===== config.mk =====
export PLATFORM = sky130hd
export DESIGN_NAME = clipped_rectangle_fill_top_flat
export DESIGN_NICKNAME = d
export VERILOG_FILES = /design/src/design/crf_pkg.sv /design/src/design/crf_if.sv /design/src/design/crf_ram.sv /design/src/design/crf_seq.sv /design/src/design/clipped_rectangle_fill_top.sv /design/src/flat_wrapper.sv
export SDC_FILE = /design/constraint.sdc
export NUM_CORES = 2
export LEC_CHECK = 0
export ABC_AREA = 1
export BUFFER_PORTS_ARGS = -buffer_cell sky130_fd_sc_hd__buf_4
export CORE_ASPECT_RATIO = 0.7
export CORE_MARGIN = 5
export CORE_UTILIZATION = 40
export CTS_CLUSTER_DIAMETER = 40
export CTS_CLUSTER_SIZE = 24
export DETAILED_ROUTE_END_ITERATION = 6
export SLEW_MARGIN = 10
export SYNTH_ARGS = -nofsm -noshare
export SYNTH_HDL_FRONTEND = slang
export SYNTH_SLANG_ARGS = --single-unit
export TNS_END_PERCENT = 1

===== constraint.sdc =====
create_clock -name clk_i -period 10.3 [get_ports clk_i]
set_input_delay 0 -clock clk_i [delete_from_list [all_inputs] [get_ports clk_i]]
set_output_delay 0 -clock clk_i [all_outputs]
set_load 0.005 [all_outputs]

===== src/design/crf_pkg.sv =====
`timescale 1ns / 1ps
// shared types, codes and helpers for the clipped rectangle fill block
// no dependencies
package crf_pkg;

  localparam int unsigned COLS_DEF = 32;
  localparam int unsigned ROWS_DEF = 8;

  localparam logic [7:0] SPACE_CHAR = 8'h20;
  localparam logic [8:0] COUNT_MAX  = 9'd511;

  localparam logic [1:0] OP_CLEAR = 2'd0;
  localparam logic [1:0] OP_FILL  = 2'd1;
  localparam logic [1:0] OP_READ  = 2'd2;

  typedef struct packed {
    logic [1:0] op;
    logic [7:0] pos_x;
    logic [7:0] pos_y;
    logic [7:0] rect_width;
    logic [7:0] rect_height;
    logic [7:0] fill_char;
  } crf_req_t;

  typedef struct packed {
    logic [7:0] cell_value;
    logic [8:0] cells_written;
    logic       out_of_range;
  } crf_res_t;

  // covered positions of [start, start+len) that lie below limit
  function automatic logic [8:0] span_inside(logic [7:0] start, logic [7:0] len,
                                             logic [8:0] limit);
    logic [8:0] end_v;
    logic [8:0] res;
    end_v = {1'b0, start} + {1'b0, len};
    if ({1'b0, start} >= limit) begin
      res = 9'd0;
    end else begin
      if (end_v > limit) begin
        end_v = limit;
      end
      res = end_v - {1'b0, start};
    end
    return res;
  endfunction

endpackage


===== src/design/crf_if.sv =====
`timescale 1ns / 1ps
// valid/ready channel interfaces for command and result beats
// no dependencies
interface crf_in_if;
  logic       valid;
  logic       ready;
  logic [1:0] op;
  logic [7:0] pos_x;
  logic [7:0] pos_y;
  logic [7:0] rect_width;
  logic [7:0] rect_height;
  logic [7:0] fill_char;

  modport source (output valid, op, pos_x, pos_y, rect_width, rect_height, fill_char,
                  input ready);
  modport sink   (input valid, op, pos_x, pos_y, rect_width, rect_height, fill_char,
                  output ready);
endinterface

interface crf_out_if;
  logic       valid;
  logic       ready;
  logic [7:0] cell_value;
  logic [8:0] cells_written;
  logic       out_of_range;

  modport source (output valid, cell_value, cells_written, out_of_range, input ready);
  modport sink   (input valid, cell_value, cells_written, out_of_range, output ready);
endinterface


===== src/design/crf_ram.sv =====
`timescale 1ns / 1ps
// generic single-port ram with registered read
// no dependencies
module crf_ram #(
  parameter int unsigned WIDTH = 8,
  parameter int unsigned DEPTH = 256,
  localparam int unsigned AW = (DEPTH > 1) ? $clog2(DEPTH) : 1
) (
  input  logic             clk_i,
  input  logic             we_i,
  input  logic [AW-1:0]    addr_i,
  input  logic [WIDTH-1:0] wdata_i,
  output logic [WIDTH-1:0] rdata_o
);

  logic [WIDTH-1:0] mem_q [DEPTH];
  logic [WIDTH-1:0] rdata_q;

  always_ff @(posedge clk_i) begin
    if (we_i) begin
      mem_q[addr_i] <= wdata_i;
    end else begin
      rdata_q <= mem_q[addr_i];
    end
  end

  assign rdata_o = rdata_q;

endmodule


===== src/design/crf_seq.sv =====
`timescale 1ns / 1ps
// command sequencer: clear sweep, clipped rectangle walk and cell read
// depends on crf_pkg
module crf_seq import crf_pkg::*; #(
  parameter int unsigned COLS = COLS_DEF,
  parameter int unsigned ROWS = ROWS_DEF,
  localparam int unsigned CELLS = ROWS * COLS,
  localparam int unsigned AW = (CELLS > 1) ? $clog2(CELLS) : 1
) (
  input  logic          clk_i,
  input  logic          rst_ni,
  input  logic          req_valid_i,
  output logic          req_ready_o,
  input  crf_req_t      req_i,
  output logic          res_valid_o,
  input  logic          res_ready_i,
  output crf_res_t      res_o,
  output logic          mem_we_o,
  output logic [AW-1:0] mem_addr_o,
  output logic [7:0]    mem_wdata_o,
  input  logic [7:0]    mem_rdata_i
);

  localparam logic [2:0] S_INIT   = 3'd0;
  localparam logic [2:0] S_IDLE   = 3'd1;
  localparam logic [2:0] S_SETUP  = 3'd2;
  localparam logic [2:0] S_FILL   = 3'd3;
  localparam logic [2:0] S_CLEAR  = 3'd4;
  localparam logic [2:0] S_RDWAIT = 3'd5;
  localparam logic [2:0] S_DONE   = 3'd6;

  localparam logic [8:0]    COLS9    = 9'(COLS);
  localparam logic [8:0]    ROWS9    = 9'(ROWS);
  localparam logic [AW-1:0] LAST     = AW'(CELLS - 1);
  localparam logic [8:0]    CLR_CNT  = (CELLS > 511) ? COUNT_MAX : 9'(CELLS);

  logic [2:0]    state_q, state_d;
  crf_req_t      req_q, req_d;
  crf_res_t      res_q, res_d;
  logic [AW-1:0] addr_q, addr_d;
  logic [8:0]    cw_q, cw_d, ch_q, ch_d;
  logic [8:0]    col_q, col_d, row_q, row_d;

  logic [8:0]    cw_c, ch_c;
  logic [16:0]   base_full;
  logic [AW-1:0] base;
  logic [17:0]   prod;
  logic [AW:0]   row_step;

  always_comb begin
    cw_c      = span_inside(req_q.pos_x, req_q.rect_width, COLS9);
    ch_c      = span_inside(req_q.pos_y, req_q.rect_height, ROWS9);
    base_full = 17'(req_q.pos_y) * 17'(COLS9) + 17'(req_q.pos_x);
    base      = base_full[AW-1:0];
    prod      = 18'(cw_q) * 18'(ch_q);
    // jump from the last cell of a rectangle row to its first cell in the next row
    row_step  = (AW+1)'(addr_q) + (AW+1)'(1) + (AW+1)'(COLS9 - cw_q);
  end

  always_comb begin
    state_d = state_q;
    req_d   = req_q;
    res_d   = res_q;
    addr_d  = addr_q;
    cw_d    = cw_q;
    ch_d    = ch_q;
    col_d   = col_q;
    row_d   = row_q;
    case (state_q)
      S_INIT: begin
        addr_d = addr_q + AW'(1);
        if (addr_q == LAST) begin
          state_d = S_IDLE;
        end
      end
      S_IDLE: begin
        if (req_valid_i) begin
          req_d   = req_i;
          state_d = S_SETUP;
        end
      end
      S_SETUP: begin
        res_d = '0;
        cw_d  = cw_c;
        ch_d  = ch_c;
        col_d = 9'd0;
        row_d = 9'd0;
        case (req_q.op)
          OP_CLEAR: begin
            addr_d  = '0;
            state_d = S_CLEAR;
          end
          OP_FILL: begin
            addr_d = base;
            if (cw_c == 9'd0 || ch_c == 9'd0) begin
              state_d = S_DONE;
            end else begin
              state_d = S_FILL;
            end
          end
          OP_READ: begin
            if ({1'b0, req_q.pos_x} < COLS9 && {1'b0, req_q.pos_y} < ROWS9) begin
              state_d = S_RDWAIT;
            end else begin
              res_d.out_of_range = 1'b1;
              state_d = S_DONE;
            end
          end
          default: begin
            state_d = S_DONE;
          end
        endcase
      end
      S_FILL: begin
        res_d.cells_written = (prod > 18'(COUNT_MAX)) ? COUNT_MAX : prod[8:0];
        if (col_q == cw_q - 9'd1) begin
          col_d  = 9'd0;
          row_d  = row_q + 9'd1;
          addr_d = row_step[AW-1:0];
          if (row_q == ch_q - 9'd1) begin
            state_d = S_DONE;
          end
        end else begin
          col_d  = col_q + 9'd1;
          addr_d = addr_q + AW'(1);
        end
      end
      S_CLEAR: begin
        addr_d = addr_q + AW'(1);
        if (addr_q == LAST) begin
          res_d.cells_written = CLR_CNT;
          state_d = S_DONE;
        end
      end
      S_RDWAIT: begin
        res_d.cell_value = mem_rdata_i;
        state_d = S_DONE;
      end
      S_DONE: begin
        if (res_ready_i) begin
          state_d = S_IDLE;
        end
      end
      default: begin
        state_d = S_IDLE;
      end
    endcase
  end

  always_ff @(posedge clk_i or negedge rst_ni) begin
    if (!rst_ni) begin
      state_q <= S_INIT;
      addr_q  <= '0;
    end else begin
      state_q <= state_d;
      addr_q  <= addr_d;
    end
  end

  always_ff @(posedge clk_i) begin
    req_q <= req_d;
    res_q <= res_d;
    cw_q  <= cw_d;
    ch_q  <= ch_d;
    col_q <= col_d;
    row_q <= row_d;
  end

  assign req_ready_o = (state_q == S_IDLE);
  assign res_valid_o = (state_q == S_DONE);
  assign res_o       = res_q;

  assign mem_we_o    = (state_q == S_INIT) || (state_q == S_CLEAR) || (state_q == S_FILL);
  assign mem_addr_o  = (state_q == S_SETUP) ? base : addr_q;
  assign mem_wdata_o = (state_q == S_FILL) ? req_q.fill_char : SPACE_CHAR;

endmodule


===== src/design/clipped_rectangle_fill_top.sv =====
`timescale 1ns / 1ps
// clipped rectangle fill: character frame store with rectangle blitter
// depends on crf_pkg, crf_if, crf_ram, crf_seq
// one command at a time, one store cell written per cycle through the single ram port
// a read fetches one cell off the store, a fill writes cw*ch cells (cw, ch the clipped
// width and height), a clear writes all ROWS*COLS cells, an unused op writes none
// after reset a sweep writes spaces to every cell; no command beat is taken meanwhile
// a result moves into the output register once it is free; the next command may then start
module clipped_rectangle_fill_top import crf_pkg::*; #(
  parameter int unsigned COLS = COLS_DEF,
  parameter int unsigned ROWS = ROWS_DEF
) (
  input  logic  clk_i,
  input  logic  rst_ni,
  crf_in_if.sink    in_i,
  crf_out_if.source out_o
);

  localparam int unsigned CELLS = ROWS * COLS;
  localparam int unsigned AW    = (CELLS > 1) ? $clog2(CELLS) : 1;

  // command beat as a struct
  crf_req_t req;
  assign req.op          = in_i.op;
  assign req.pos_x       = in_i.pos_x;
  assign req.pos_y       = in_i.pos_y;
  assign req.rect_width  = in_i.rect_width;
  assign req.rect_height = in_i.rect_height;
  assign req.fill_char   = in_i.fill_char;

  // sequencer to ram
  logic          mem_we;
  logic [AW-1:0] mem_addr;
  logic [7:0]    mem_wdata;
  logic [7:0]    mem_rdata;

  // sequencer result handshake
  logic     res_valid;
  logic     res_ready;
  crf_res_t res;

  // output register
  logic     out_valid_q, out_valid_d;
  crf_res_t out_res_q, out_res_d;

  crf_seq #(
    .COLS (COLS),
    .ROWS (ROWS)
  ) u_seq (
    .clk_i       (clk_i),
    .rst_ni      (rst_ni),
    .req_valid_i (in_i.valid),
    .req_ready_o (in_i.ready),
    .req_i       (req),
    .res_valid_o (res_valid),
    .res_ready_i (res_ready),
    .res_o       (res),
    .mem_we_o    (mem_we),
    .mem_addr_o  (mem_addr),
    .mem_wdata_o (mem_wdata),
    .mem_rdata_i (mem_rdata)
  );

  // frame store, row-major
  crf_ram #(
    .WIDTH (8),
    .DEPTH (CELLS)
  ) u_store (
    .clk_i   (clk_i),
    .we_i    (mem_we),
    .addr_i  (mem_addr),
    .wdata_i (mem_wdata),
    .rdata_o (mem_rdata)
  );

  // slot is free when empty or being drained this cycle
  assign res_ready = !out_valid_q || out_o.ready;

  always_comb begin
    out_valid_d = out_valid_q;
    out_res_d   = out_res_q;
    if (out_o.ready) begin
      out_valid_d = 1'b0;
    end
    if (res_valid && res_ready) begin
      out_valid_d = 1'b1;
      out_res_d   = res;
    end
  end

  always_ff @(posedge clk_i or negedge rst_ni) begin
    if (!rst_ni) begin
      out_valid_q <= 1'b0;
    end else begin
      out_valid_q <= out_valid_d;
    end
  end

  always_ff @(posedge clk_i) begin
    out_res_q <= out_res_d;
  end

  assign out_o.valid         = out_valid_q;
  assign out_o.cell_value    = out_res_q.cell_value;
  assign out_o.cells_written = out_res_q.cells_written;
  assign out_o.out_of_range  = out_res_q.out_of_range;

endmodule


===== src/flat_wrapper.sv =====
// flat-port wrapper written by rule: the top's interface ports become plain ports
module clipped_rectangle_fill_top_flat import crf_pkg::*;
#(
  parameter int unsigned COLS = COLS_DEF,
  parameter int unsigned ROWS = ROWS_DEF
)
  (clk_i, rst_ni, in_i_valid, in_i_op, in_i_pos_x, in_i_pos_y, in_i_rect_width, in_i_rect_height, in_i_fill_char, in_i_ready, out_o_valid, out_o_cell_value, out_o_cells_written, out_o_out_of_range, out_o_ready);
  crf_in_if in_i_i ();
  crf_out_if out_o_i ();
  input  logic clk_i;
  input  logic rst_ni;
  input wire logic [$bits(in_i_i.valid)-1:0] in_i_valid;
  input wire logic [$bits(in_i_i.op)-1:0] in_i_op;
  input wire logic [$bits(in_i_i.pos_x)-1:0] in_i_pos_x;
  input wire logic [$bits(in_i_i.pos_y)-1:0] in_i_pos_y;
  input wire logic [$bits(in_i_i.rect_width)-1:0] in_i_rect_width;
  input wire logic [$bits(in_i_i.rect_height)-1:0] in_i_rect_height;
  input wire logic [$bits(in_i_i.fill_char)-1:0] in_i_fill_char;
  output wire logic [$bits(in_i_i.ready)-1:0] in_i_ready;
  output wire logic [$bits(out_o_i.valid)-1:0] out_o_valid;
  output wire logic [$bits(out_o_i.cell_value)-1:0] out_o_cell_value;
  output wire logic [$bits(out_o_i.cells_written)-1:0] out_o_cells_written;
  output wire logic [$bits(out_o_i.out_of_range)-1:0] out_o_out_of_range;
  input wire logic [$bits(out_o_i.ready)-1:0] out_o_ready;
  assign in_i_i.valid = in_i_valid;
  assign in_i_i.op = in_i_op;
  assign in_i_i.pos_x = in_i_pos_x;
  assign in_i_i.pos_y = in_i_pos_y;
  assign in_i_i.rect_width = in_i_rect_width;
  assign in_i_i.rect_height = in_i_rect_height;
  assign in_i_i.fill_char = in_i_fill_char;
  assign in_i_ready = in_i_i.ready;
  assign out_o_valid = out_o_i.valid;
  assign out_o_cell_value = out_o_i.cell_value;
  assign out_o_cells_written = out_o_i.cells_written;
  assign out_o_out_of_range = out_o_i.out_of_range;
  assign out_o_i.ready = out_o_ready;
  clipped_rectangle_fill_top #(.COLS(COLS), .ROWS(ROWS)) u_core (.clk_i(clk_i), .rst_ni(rst_ni), .in_i(in_i_i), .out_o(out_o_i));
endmodule

Word-level counts from Yosys, hierarchy flattened

Memory sizes are Yosys's and may differ from the RTL's. A register that Yosys moved wholly into a read port is not among the register bits.
Cells that the tools add are included.

Reduce and logical (&&, ||, !) cells: 23
Muxes and demuxes: 34
Order comparisons: 7
Multiply operators: 1
Add/sub/neg operators: 13
Eq/ne operators: 18

Operators with widths:

| operator            | count |
|---|---|
| $mux 9              | 10 |
| $pmux 9 s2          | 2 |
| $pmux 8 s2          | 2 |
| $pmux 9 s3          | 1 |
| $mux 8              | 3 |
| $pmux 8 s3          | 1 |
| $mux 3              | 7 |
| $pmux 3 s7          | 1 |
| $add 8x8->9         | 2 |
| $add 9x1->9 const B | 2 |
| $eq 9x9->1          | 2 |
| $gt 18x9->1 const B | 1 |
| $logic_not 9->1     | 2 |
| $mul 9x9->18        | 1 |
| $sub 9x1->9 const B | 2 |
| $sub 9x8->9         | 2 |
| $add 8x1->8 const B | 2 |
| $add 8x8->8         | 2 |
| $ne 2x2->1 const B  | 6 |
| $eq 3x3->1 const B  | 3 |
| $gt 9x4->1 const B  | 1 |
| $gt 9x6->1 const B  | 1 |
| $pmux 3 s3          | 1 |
| $eq 8x8->1 const B  | 1 |
| other kinds (22)    | 38 |

Input port bits: 46
Bits in registers: 126
Bits in writable memories: 2048
Memories: 1

Memories:

| name                 | depth | bits a word | rd ports | clocked after Yosys merged registers in | wr ports | line          | RTL |
|---|---|---|---|---|---|---|---|
| u_core.u_store.mem_q | 256   | 8           | 1        | 1                                       | 1        | crf_ram.sv:16 | `logic [WIDTH-1:0] mem_q [DEPTH];` |

Depth between registers and ports, before layout

Word-level depth: 11
Depth in mapped cells: 34

Hierarchy

From an unflattened synthesis, not the netlist that was laid out.

Cells, all modules: 9256
Area, all modules: 95395.2 µm²

By module, submodules not included:

| module                     | times used | cells each | area an instance (µm²) |
|---|---|---|---|
| crf_ram                    | 1          | 8022       | 84956.5 |
| crf_seq                    | 1          | 1210       | 9853.2 |
| clipped_rectangle_fill_top | 1          | 24         | 585.6 |

Least setup slack after synthesis

Ideal clock, no wire load.

Path kind: register -> register
Start: register u_core.u_seq.state_q[2]
End: memory u_core.u_store.mem_q[0][0], data pin
Data required time: 8907 ps
Buffers on the path: 1
Arrival time: 7113 ps
Period minus slack after synthesis: 8506 ps
Stages on the path, launching flop included: 7
Setup slack: 1794 ps
Path through: dfrtp_1 inv_2 nand2_2 nor2_1 inv_1 clkbuf_1 nor2_1

Cells in the longest elaborated chain, start to end: 2

Ends and longest elaborated chain:

| what                     | line                             | RTL |
|---|---|---|
| start: declaration       | crf_seq.sv:37                    | `logic [2:0] state_q, state_d;` |
| start signal: assignment | crf_seq.sv:155                   | `state_q <= state_d;` |
| $eq 3x2->1               | crf_seq.sv:175                   | `assign mem_wdata_o = (state_q == S_FILL) ? req_q.fill_char : SPACE_CHAR;` |
| $mux 8                   | crf_seq.sv:175                   |  |
| net u_core.mem_wdata[0]  | clipped_rectangle_fill_top.sv:34 | `logic [7:0] mem_wdata;` |
| end: declaration         | crf_ram.sv:16                    |  |

The timed path passes the listed nets, and every way through them passes these cells.

==> results.md <==
- GPL Wtd Cong: 0.891
- HP Class: input port to async pin
- Leak Pwr: 29.9 nW
- Final setup viols: 0
- Simple-Gate Fraction of Synth Area: 0.0747
- Num rows: 143
- Final ANT Viol Nets: 0
- Period minus WS final: 5.48 ns
- DP HPWL: 147000 um
- Routed len/inst: 27.2 um
- Pin count of the biggest net entering global routing: 201
- Clk slew on worst S/H paths: 0.07 ns
- Final-report max-slew violation count: 0
- CTS tree: yes
- Yosys cell types: 55
- Met3 Usage GRT: 0.0591
- Clock Latency Late Sink: 0.86 ns
- Most frequent cells in the layout: edfxtp_1 (2170), a22oi_1 (1012), nand2_1 (917)
- Main combinational cell family by area after synthesis: compound AO/OA/AOI/OAI gates
- Number of flops mapped to enable cells by yosys: 2170
- GRT Overall Usage: 0.214
- Placed cell areas: 0.0913 mm2
- Startpoint class of the critical path: register
- CP max stage delay: 0.69 ns
- Synth Area in Adders: 0.0252
- Synthesized flop and latch total: 2182
- Fill cells: 19.2k
- GR peak layer: met1
- Vias in the first global route: 51.4k
- Crit path max fanout: 12
- Final Hold Viols: 0
- Final wirelength: 252000 um
- Power density over the cells: 175 mW/mm2
- Final Instance Area: 0.0987 mm2
- Drt drc: 0
- P&R area growth vs syn: 12.6%
- Synth Cell Area: 0.0877 mm2
- Clk Tree Root Cell: clkbuf_16
- DRT iter0 DRCs: 7598
- Post-synthesis mux area share: 0
- CTS Sinks: 2182
- Ports: 66
- Die area: 0.229 mm2
- First-pass GRT wire length: 365000 um
- Final period util: 0.532
- Synth async-reset ratio: 0.00550
- Clock tree buffer depth: 4
- Met2 usage: 0.302
- Most frequent CP cell: nand2_1
- Multi-input logic area: 0.0196 mm2
- Crit path kind: register to register
- CTS H-tree lvls: 4
- Postcts setup bufs: 0
- Worst slew pin tran: 1.44 ns
- Most common cell after layout, fill and taps aside: edfxtp_1
- Compound-gate portion of the synthesized area: 0.117
- DR vias: 53.8k
- Gate Count Post-Synth: 6129
- Syn avg cell area: 14.3 um2
- Register area share after synthesis: 0.747
- Cts bufs inserted: 190
- Max Cap Viol: 0
- Flip-flop and latch area: 0.0655 mm2
- Final net count: 6423
- Worst EP arrival: 6.03 ns
- 1st-pass router iterations: 6
- Worst Path Required: 10.85 ns
- Most common flop cell mapped by yosys: edfxtp_1
- RSZ-0062 raised after global routing: no
- Grt ovf: 0
- Setup Total Neg Slack: 0 ns
- CP Capture Type: register
- Area of the core: 0.218 mm2
- Initial antenna violation count: 8
- Die X: 570 um
- Yosys warnings: 0
- CP max-delay cell: edfxtp_1
- Initial Util: 0.403
- Avg Vias per Cell: 5.80
- Layout cell share with drive strength beyond 1: 0.0866
- Die Span Y: 402 um
- Slew margin rel.: 0.0348
- Worst vdd ir: 0.000183 V
- Met1 GRT Util: 0.329
- Final Skew: 0.0730 ns
- Post-Synth XOR/XNOR Area: 0.00500
- Status: finished, final reports clean
- Buffers on Ports: 65
- Maximum achievable frequency: 183 MHz
==> critical path: cells and delay by family (launching register included) <==
family / cells / cell delay, ns
compound gates: 3 / 0.52
xor+xnor: 1 / 0.14
fa+ha+maj: 5 / 2.40
buf+inv: 5 / 0.32
flops: 1 / 0.69
simple gates: 12 / 1.17
==> per-layer routing <==
| metal | wire length, um | share of wire |
|---|---|---|
| met3 | 28200 | 0.11 |
| met1 | 112000 | 0.44 |
| met4 | 5070 | 0.020 |
| met5 | 17 | 0.000067 |
| met2 | 107000 | 0.43 |
==> stage by stage <==
| step | cells | setup slack, ns | total power [mW] | utilization | hold WS [ns] |
|---|---|---|---|---|---|
| finish | 9287 | 4.82 | 17.3 | 0.454 | 0.410 |
| global route | 9286 | 4.38 | 17.8 | 0.454 | 0.410 |
| floorplan | 6134 | 1.79 | 9.81 | - | -0.296 |
| CTS | 9286 | 4.86 | 17.4 | 0.454 | 0.352 |
| detailed placement | 8853 | 4.92 | 9.83 | 0.419 | -0.104 |
| global placement | 8853 | 4.87 | 9.83 | 0.419 | -0.117 |
==> logic make-up (layout without fill, tap and decap cells) <==
logic type,Yosys count,count (layout)
AOI/OAI and AO/OA,1476,1476
xor gates and xnor gates,50,50
adders and majority gates,143,143
buffers and inverters,657,909
DFF,2182,2182
other,1,7
and+or+nand+nor,1620,1620
==> report_power, final <==
part / total (mW) / switching [mW] / internal [mW]
logic: 0.0523 / 0.0168 / 0.0355
registers: 9.60 / 0.00000000000000000836 / 9.60
clock network: 7.62 / 3.54 / 4.08
==> area by class of cell <==
class | count | share of cell area
diodes | 1 | 0.0000253
clock buffers | 205 | 0.0494
clock inverters | 139 | 0.0172
inverters | 318 | 0.0122
multi-input cells | 3295 | 0.199
flip-flops and latches | 2182 | 0.663
well taps | 2900 | 0.0368
repair buffers | 247 | 0.0229
==> state kept, by name (all words and copies together) (netlist names), 3 cells and up <==
signal / cells
u_core.u_seq.ch_q: 9
u_core.u_seq.addr_q: 8
u_core.u_seq.cw_q: 9
u_core.out_o.cell_value: 8
u_core.u_seq.req_q: 42
u_core.u_seq.res_o: 18
u_core.u_store.mem_q: 2048
u_core.u_store.rdata_o: 8
u_core.u_seq.row_q: 9
u_core.u_seq.state_q: 3
u_core.out_o.cells_written: 9
u_core.u_seq.col_q: 9
==> repair_timing <==
| item | 4_1_cts | 5_1_grt |
|---|---|---|
| gates resized for setup | 0 | 0 |
| endpoints found under the hold margin | 115 | 0 |
| hold buffers | 89 | 0 |
==> cells in the mapped netlist, types with 3 or more instances <==
cell type,count,area (um2)
buf_4,10,75.1
o31ai_1,30,225
o21ai_0,30,150
nor3_1,70,350
a21oi_1,293,1470
clkbuf_1,141,529
a22o_1,3,26.3
a221oi_1,5,43.8
a22oi_1,1012,7600
inv_1,297,1110
fa_1,56,1120
a21o_1,12,90.1
xor2_1,31,272
nand3_1,78,390
buf_2,159,796
nor3b_1,3,22.5
nor4_1,15,93.8
buf_1,24,90.1
or2_2,10,62.6
nor2_1,448,1680
xnor2_1,19,166
inv_2,16,60.1
clkinv_1,5,18.8
a31oi_1,5,31.3
nor2_2,9,56.3
o221ai_1,3,26.3
or2_0,6,37.5
nand4_1,38,238
nor2_4,5,56.3
or2_1,4,25.0
a21boi_0,26,195
buf_6,5,56.3
ha_1,87,1090
o22ai_1,13,81.3
edfxtp_1,2170,65200
nand2_1,925,3470
o21ai_1,16,80.1
o21ai_2,6,52.6
a211oi_1,3,22.5
a41oi_1,12,105
dfrtp_1,12,300
==> final timing paths <==
| path | from | endpoint | slack, ns | cells past startpoint |
|---|---|---|---|---|
| setup / recovery | u_core.u_seq.cw_q[5]$_DFFE_PP_ | u_core.u_seq.res_o[8]$_DFFE_PP_ | 4.82 | 26 |
| hold / removal | rst_ni | u_core.u_seq.addr_q[3]$_DFFE_PN0P_ | 0.41 | 3 |
| setup reg to reg | u_core.u_seq.cw_q[5]$_DFFE_PP_ | u_core.u_seq.res_o[8]$_DFFE_PP_ | 4.82 | 26 |
| hold reg to reg | u_core.u_seq.res_o[5]$_DFFE_PP_ | u_core.out_o.cells_written[4]$_DFFE_PP_ | 0.42 | 0 |
| max in group asynchronous | rst_ni | u_core.u_seq.state_q[0]$_DFFE_PN0P_ | 9.30 | 3 |
| min in group clk_i | u_core.u_seq.res_o[5]$_DFFE_PP_ | u_core.out_o.cells_written[4]$_DFFE_PP_ | 0.42 | 0 |
Power figures use the tool's default switching activity.
